===== src/rtl/core/bti_pkg.sv =====
`timescale 1ns / 1ps
// ----------------------------------------------------------------------------
// bti_pkg
// Shared types and constants for the breakpoint table interpolator.
// ----------------------------------------------------------------------------
package bti_pkg;

  // Defaults for the top-level parameters
  localparam int DEF_MAX_POINTS = 64;
  localparam int DEF_FRAC_BITS  = 16;

  // Fixed field widths
  localparam int DATA_W = 32;
  localparam int CFG_W  = 7;
  localparam int IDX_W  = 6;

  // Item kinds
  localparam logic KIND_LOAD  = 1'b0;
  localparam logic KIND_QUERY = 1'b1;

  // Result region codes
  typedef enum logic [1:0] {
    REG_INSIDE = 2'd0,
    REG_BELOW  = 2'd1,
    REG_ABOVE  = 2'd2
  } region_t;

  // Sequencer states
  typedef enum logic [2:0] {
    ST_IDLE,
    ST_SCAN,
    ST_YRD0,
    ST_YRD1,
    ST_YRD2,
    ST_DIVW,
    ST_RND,
    ST_FIN
  } state_t;

endpackage


===== src/rtl/core/bti_div.sv =====
`timescale 1ns / 1ps
// ----------------------------------------------------------------------------
// bti_div
// Restoring divider for the interpolation fraction:
// quo = floor(num * 2^FRAC_BITS / den), with num <= den, one bit per cycle.
// ----------------------------------------------------------------------------
module bti_div
  import bti_pkg::*;
#(
  parameter int FRAC_BITS = DEF_FRAC_BITS
) (
  input  logic                 clk,
  input  logic                 rst,
  input  logic                 start,
  input  logic [DATA_W-1:0]    num,
  input  logic [DATA_W-1:0]    den,
  output logic [FRAC_BITS:0]   quo,
  output logic                 busy,
  output logic                 done
);

  localparam int SW = $clog2(FRAC_BITS + 2);

  logic [SW-1:0]     cnt;
  logic              first;
  logic [DATA_W:0]   rem;
  logic [DATA_W-1:0] dreg;
  logic [DATA_W+1:0] cand;
  logic [DATA_W+1:0] diff;
  logic              ge;

  // trial subtract; first step uses the numerator unshifted
  always_comb begin
    cand = first ? {1'b0, rem} : {rem, 1'b0};
    diff = cand - {2'b00, dreg};
    ge   = (cand >= {2'b00, dreg});
  end

  assign busy = (cnt != '0);

  // step control
  always_ff @(posedge clk) begin
    if (rst) begin
      cnt  <= '0;
      done <= 1'b0;
    end else begin
      done <= 1'b0;
      if (start) begin
        cnt <= SW'(FRAC_BITS + 1);
      end else if (busy) begin
        cnt <= cnt - 1'b1;
        if (cnt == SW'(1)) begin
          done <= 1'b1;
        end
      end
    end
  end

  // remainder and quotient
  always_ff @(posedge clk) begin
    if (start) begin
      rem   <= {1'b0, num};
      dreg  <= den;
      first <= 1'b1;
    end else if (busy) begin
      rem   <= ge ? diff[DATA_W:0] : cand[DATA_W:0];
      quo   <= {quo[FRAC_BITS-1:0], ge};
      first <= 1'b0;
    end
  end

endmodule


===== config.mk =====
export PLATFORM = sky130hd
export DESIGN_NAME = bti_div
export DESIGN_NICKNAME = d
export VERILOG_FILES = /design/src/rtl/core/bti_pkg.sv /design/src/rtl/core/bti_div.sv
export SDC_FILE = /design/constraint.sdc
export NUM_CORES = 1
export LEC_CHECK = 0
export ABC_AREA = 1
export BUFFER_PORTS_ARGS = -buffer_cell sky130_fd_sc_hd__buf_2
export CELL_PAD_IN_SITES_DETAIL_PLACEMENT = 0
export CELL_PAD_IN_SITES_GLOBAL_PLACEMENT = 1
export CORE_ASPECT_RATIO = 0.8
export CORE_UTILIZATION = 40
export CTS_CLUSTER_DIAMETER = 30
export DETAILED_ROUTE_END_ITERATION = 8
export PLACE_DENSITY = 0.81
export SLEW_MARGIN = 5
export SYNTH_ARGS = -nofsm -noshare
export SYNTH_HDL_FRONTEND = slang
export SYNTH_SLANG_ARGS = --single-unit

===== constraint.sdc =====
create_clock -name clk -period 4.8 [get_ports clk]
set_clock_uncertainty 0.2 [all_clocks]
set_input_delay 1.44 -clock clk [delete_from_list [all_inputs] [get_ports clk]]
set_output_delay 1.44 -clock clk [all_outputs]
set_load 0.1 [all_outputs]

==> flow_metrics.py <==
metrics = {
    "power_and_ir_drop": {
        "power_leakage_nw": 4.13,
        "vdd_ir_drop_max_v": 0.000223,
        "p_per_area_nw_per_um2": 613,
    },
    "global_routing": {
        "grt_use_total_pct": 23.3,
        "grt-ovfl-total": 0,
        "grt_pass1_wl_mm": 31.3,
        "grt_pass1_vias": 5847,
        "antenna_found_initial": 0,
        "grt_max_degree": 39,
    },
    "synthesis": {
        "synth.distinct_cells": 34,
        "syn-cell-area_um2": 6950,
        "synth_ff_type": "edfxtp_1",
        "netlist_instances": 1009,
        "ys_ff_latch": 89,
        "async_reset_ff_share_pct": 0,
        "seq_area_frac_synth_pct": 37.3,
        "synth_area_leader_cell": "edfxtp_1",
        "synth.area.top_cells": "edfxtp_1, nand2_1, inv_1",
        "ys_warn_count": 0,
        "syn_avg_cell_area_um2": 6.89,
        "yosysTopAreaCellShare_pct": 35.0,
        "syn-num-nets": 1112,
        "synth_edf_count": 81,
    },
    "clock_tree": {
        "cts_tree": "built",
        "root_buffer": "clkbuf_16",
        "path_clk_slew_ns": 0.08,
        "cts-hold-fix-buffers": 0,
        "cts.repair.resized": 0,
        "cts.sinks": 89,
        "cts_buffers": 9,
        "clockBufferDepth": 2,
        "htree_levels": 3,
        "post_cts_buffers": 0,
        "clk_latency_ns": 0.37,
    },
    "sta": {
        "rsz0062_at_grt": "no",
        "drv_slew": 0,
        "tns_ns": 0,
        "slew_headroom_pct": 49.8,
        "min_period_ns": 3.94,
        "worstMarginPinSlew_ns": 0.752,
        "min_period_over_period_pct": 82.1,
        "hold_viol": 0,
        "fmax_ghz": 0.254,
        "setup_viol": 0,
    },
    "worst_setup_path": {
        "cp_max_fo": 34,
        "worst_setup_path_start_kind": "flop",
        "worst_path_most_repeated_cell": "nand2_1",
        "cp_cell_sequence": "inv_1, or2_2, o21ai_0, inv_1, ha_1, nand2_1, nor2_1, nand2_1, nor2_1, nand3_2, buf_4, nand4_4, nand2_1, nand3_1, nand2_1",
        "critPathKind": "reg2reg",
        "end_kind": "flop",
        "max_stage_delay_ns": 0.44,
        "slowest_stage": "ha_1",
        "cp.arrival_ns": 3.86,
        "worstPathRequired_ns": 4.72,
    },
    "die": {
        "start_util_pct": 41.5,
        "io_pins": 86,
        "coreArea_um2": 16800,
        "die_h_um": 120,
        "fp.dieW_um": 149,
        "rows": 42,
        "die_area_um2": 17900,
    },
    "detailed_routing": {
        "first_iter_violations": 714,
        "ant_nets": 0,
        "wl_per_cell_um": 15.2,
        "drcViolationCount": 0,
        "vias": 6379,
        "drtPass1Iterations": 5,
        "via_per_inst": 4.87,
        "finalWirelength_mm": 19.8,
    },
    "placement": {
        "finalWeightedCongestion": 0.903,
        "io_buffer_count": 85,
        "placed_cell_area_um2": 7570,
        "hpwl_mm": 15.7,
    },
    "cells_and_area": {
        "fin_nets": 1187,
        "multi_input_area_um2": 3480,
        "antenna_cells": 0,
        "syn_to_final_growth_pct": 13.3,
        "final_cell_area_um2": 7880,
        "seq_area_um2": 2590,
        "drive_gt1_share_pct": 13.6,
        "fillers": 1778,
    },
    "job": {
        "drv_cap": 0,
    },
    "run_status": {
        "outcome": "finished, final reports clean",
    },
    "min_path": {
        "hp-class": "reg2reg",
    },
}
-- per-layer routing --
metal / share of wire, % / global-route usage [%] / vias to the layer above
met5: 0 / 0 / -
met4: 0.80 / 4.85 / 0
met3: 7.0 / 4.14 / 10
met2: 36 / 29.9 / 185
met1: 56 / 38.8 / 2857
li1: - / - / 3327
-- synthesized netlist by cell type (all sizes together) (2+ instances only) --
cell type	instances
o21ai	34
nor3b	2
ha	35
nand3	67
clkbuf	11
nand2	361
nor3	8
edfxtp	81
nor2	52
dfxtp	8
clkinv	3
nand3b	5
buf	16
inv	198
nand4	44
xnor2	17
and2	8
or2	30
o21bai	2
a21oi	24
-- per-stage QoR --
stage	total power, mW	utilization, %	setup slack, ns	hold WS, ns	std cells
5_1_grt	5.23	47.0	0.508	0.259	1309
6_report	4.83	47.0	0.859	0.241	1309
3_3_place_gp	4.04	45.1	0.926	0.223	1293
2_1_floorplan	3.28	-	1.77	0.239	1009
4_1_cts	4.78	47.0	0.909	0.244	1309
3_5_place_dp	4.02	45.1	0.939	0.229	1293
-- logic make-up after synthesis --
kind of cell               after synthesis  synth area share, %
AOI/OAI and AO/OA                       62                 4.71
xor gates and xnor gates                17                 2.14
adders and majority gates               36                 6.59
buffers and inverters                  228                 12.7
DFF                                     89                 37.3
and+or+nand+nor                        577                 36.5
-- worst paths after layout --
path | from | to | slack, ns | depth (start not counted)
max | first$_SDFFE_PP1N_ | rem[8]$_DFFE_PP_ | 0.86 | 15
min | quo[10]$_DFFE_PP_ | quo[11]$_DFFE_PP_ | 0.24 | 0
max reg2reg | first$_SDFFE_PP1N_ | rem[8]$_DFFE_PP_ | 0.86 | 15
min reg2reg | quo[10]$_DFFE_PP_ | quo[11]$_DFFE_PP_ | 0.24 | 0
-- layout make-up --
cell class	instances	area share, %
Clock buffer	9	2.86
Clock inverter	7	1.06
Sequential cell	89	32.9
Multi-Input combinational cell	692	44.1
Tap cell	220	3.49
Timing Repair Buffer	91	5.97
Inverter	201	9.58
-- where the power goes --
part,switching (mW),internal [mW]
Combinational,2.00,0.914
Sequential,0.0827,1.09
Clock,0.367,0.374
Total,2.45,2.38
-- sequential cells by signal (all words and copies together) (netlist names) --
register and flops:
rem 33, dreg 32, quo 17, cnt 5, done 1, first 1
-- placed cells by master, fill, tap and decap left out --
master	count
a21oi_1	23
a21oi_2	1
and2_1	8
buf_2	85
buf_4	6
clkbuf_16	9
clkinv_1	3
clkinv_4	1
clkinv_8	2
dfxtp_1	8
edfxtp_1	81
fa_1	1
ha_1	35
inv_1	198
inv_6	1
inv_8	3
nand2_1	360
nand2_2	1
nand3_1	65
nand3_2	2
nand3b_1	5
nand4_1	43
nand4_4	1
nor2_1	49
nor2_2	2
nor2_4	1
nor3_1	7
nor3_2	1
nor3b_1	1
nor3b_2	1
o211ai_1	1
o21ai_0	34
o21bai_1	1
o21bai_2	1
o31ai_1	1
or2_2	30
xnor2_1	17
-- critical path, delay by kind of cell (launching register included) --
kind | cells | cell delay (ns)
flip-flops | 1 | 0.33
AND/OR/NAND/NOR | 10 | 1.85
buffers and inverters | 3 | 0.75
AO/OA/AOI/OAI | 1 | 0.12
adder cells (fa/ha/maj) | 1 | 0.44
(Power assumes the default switching activity.)
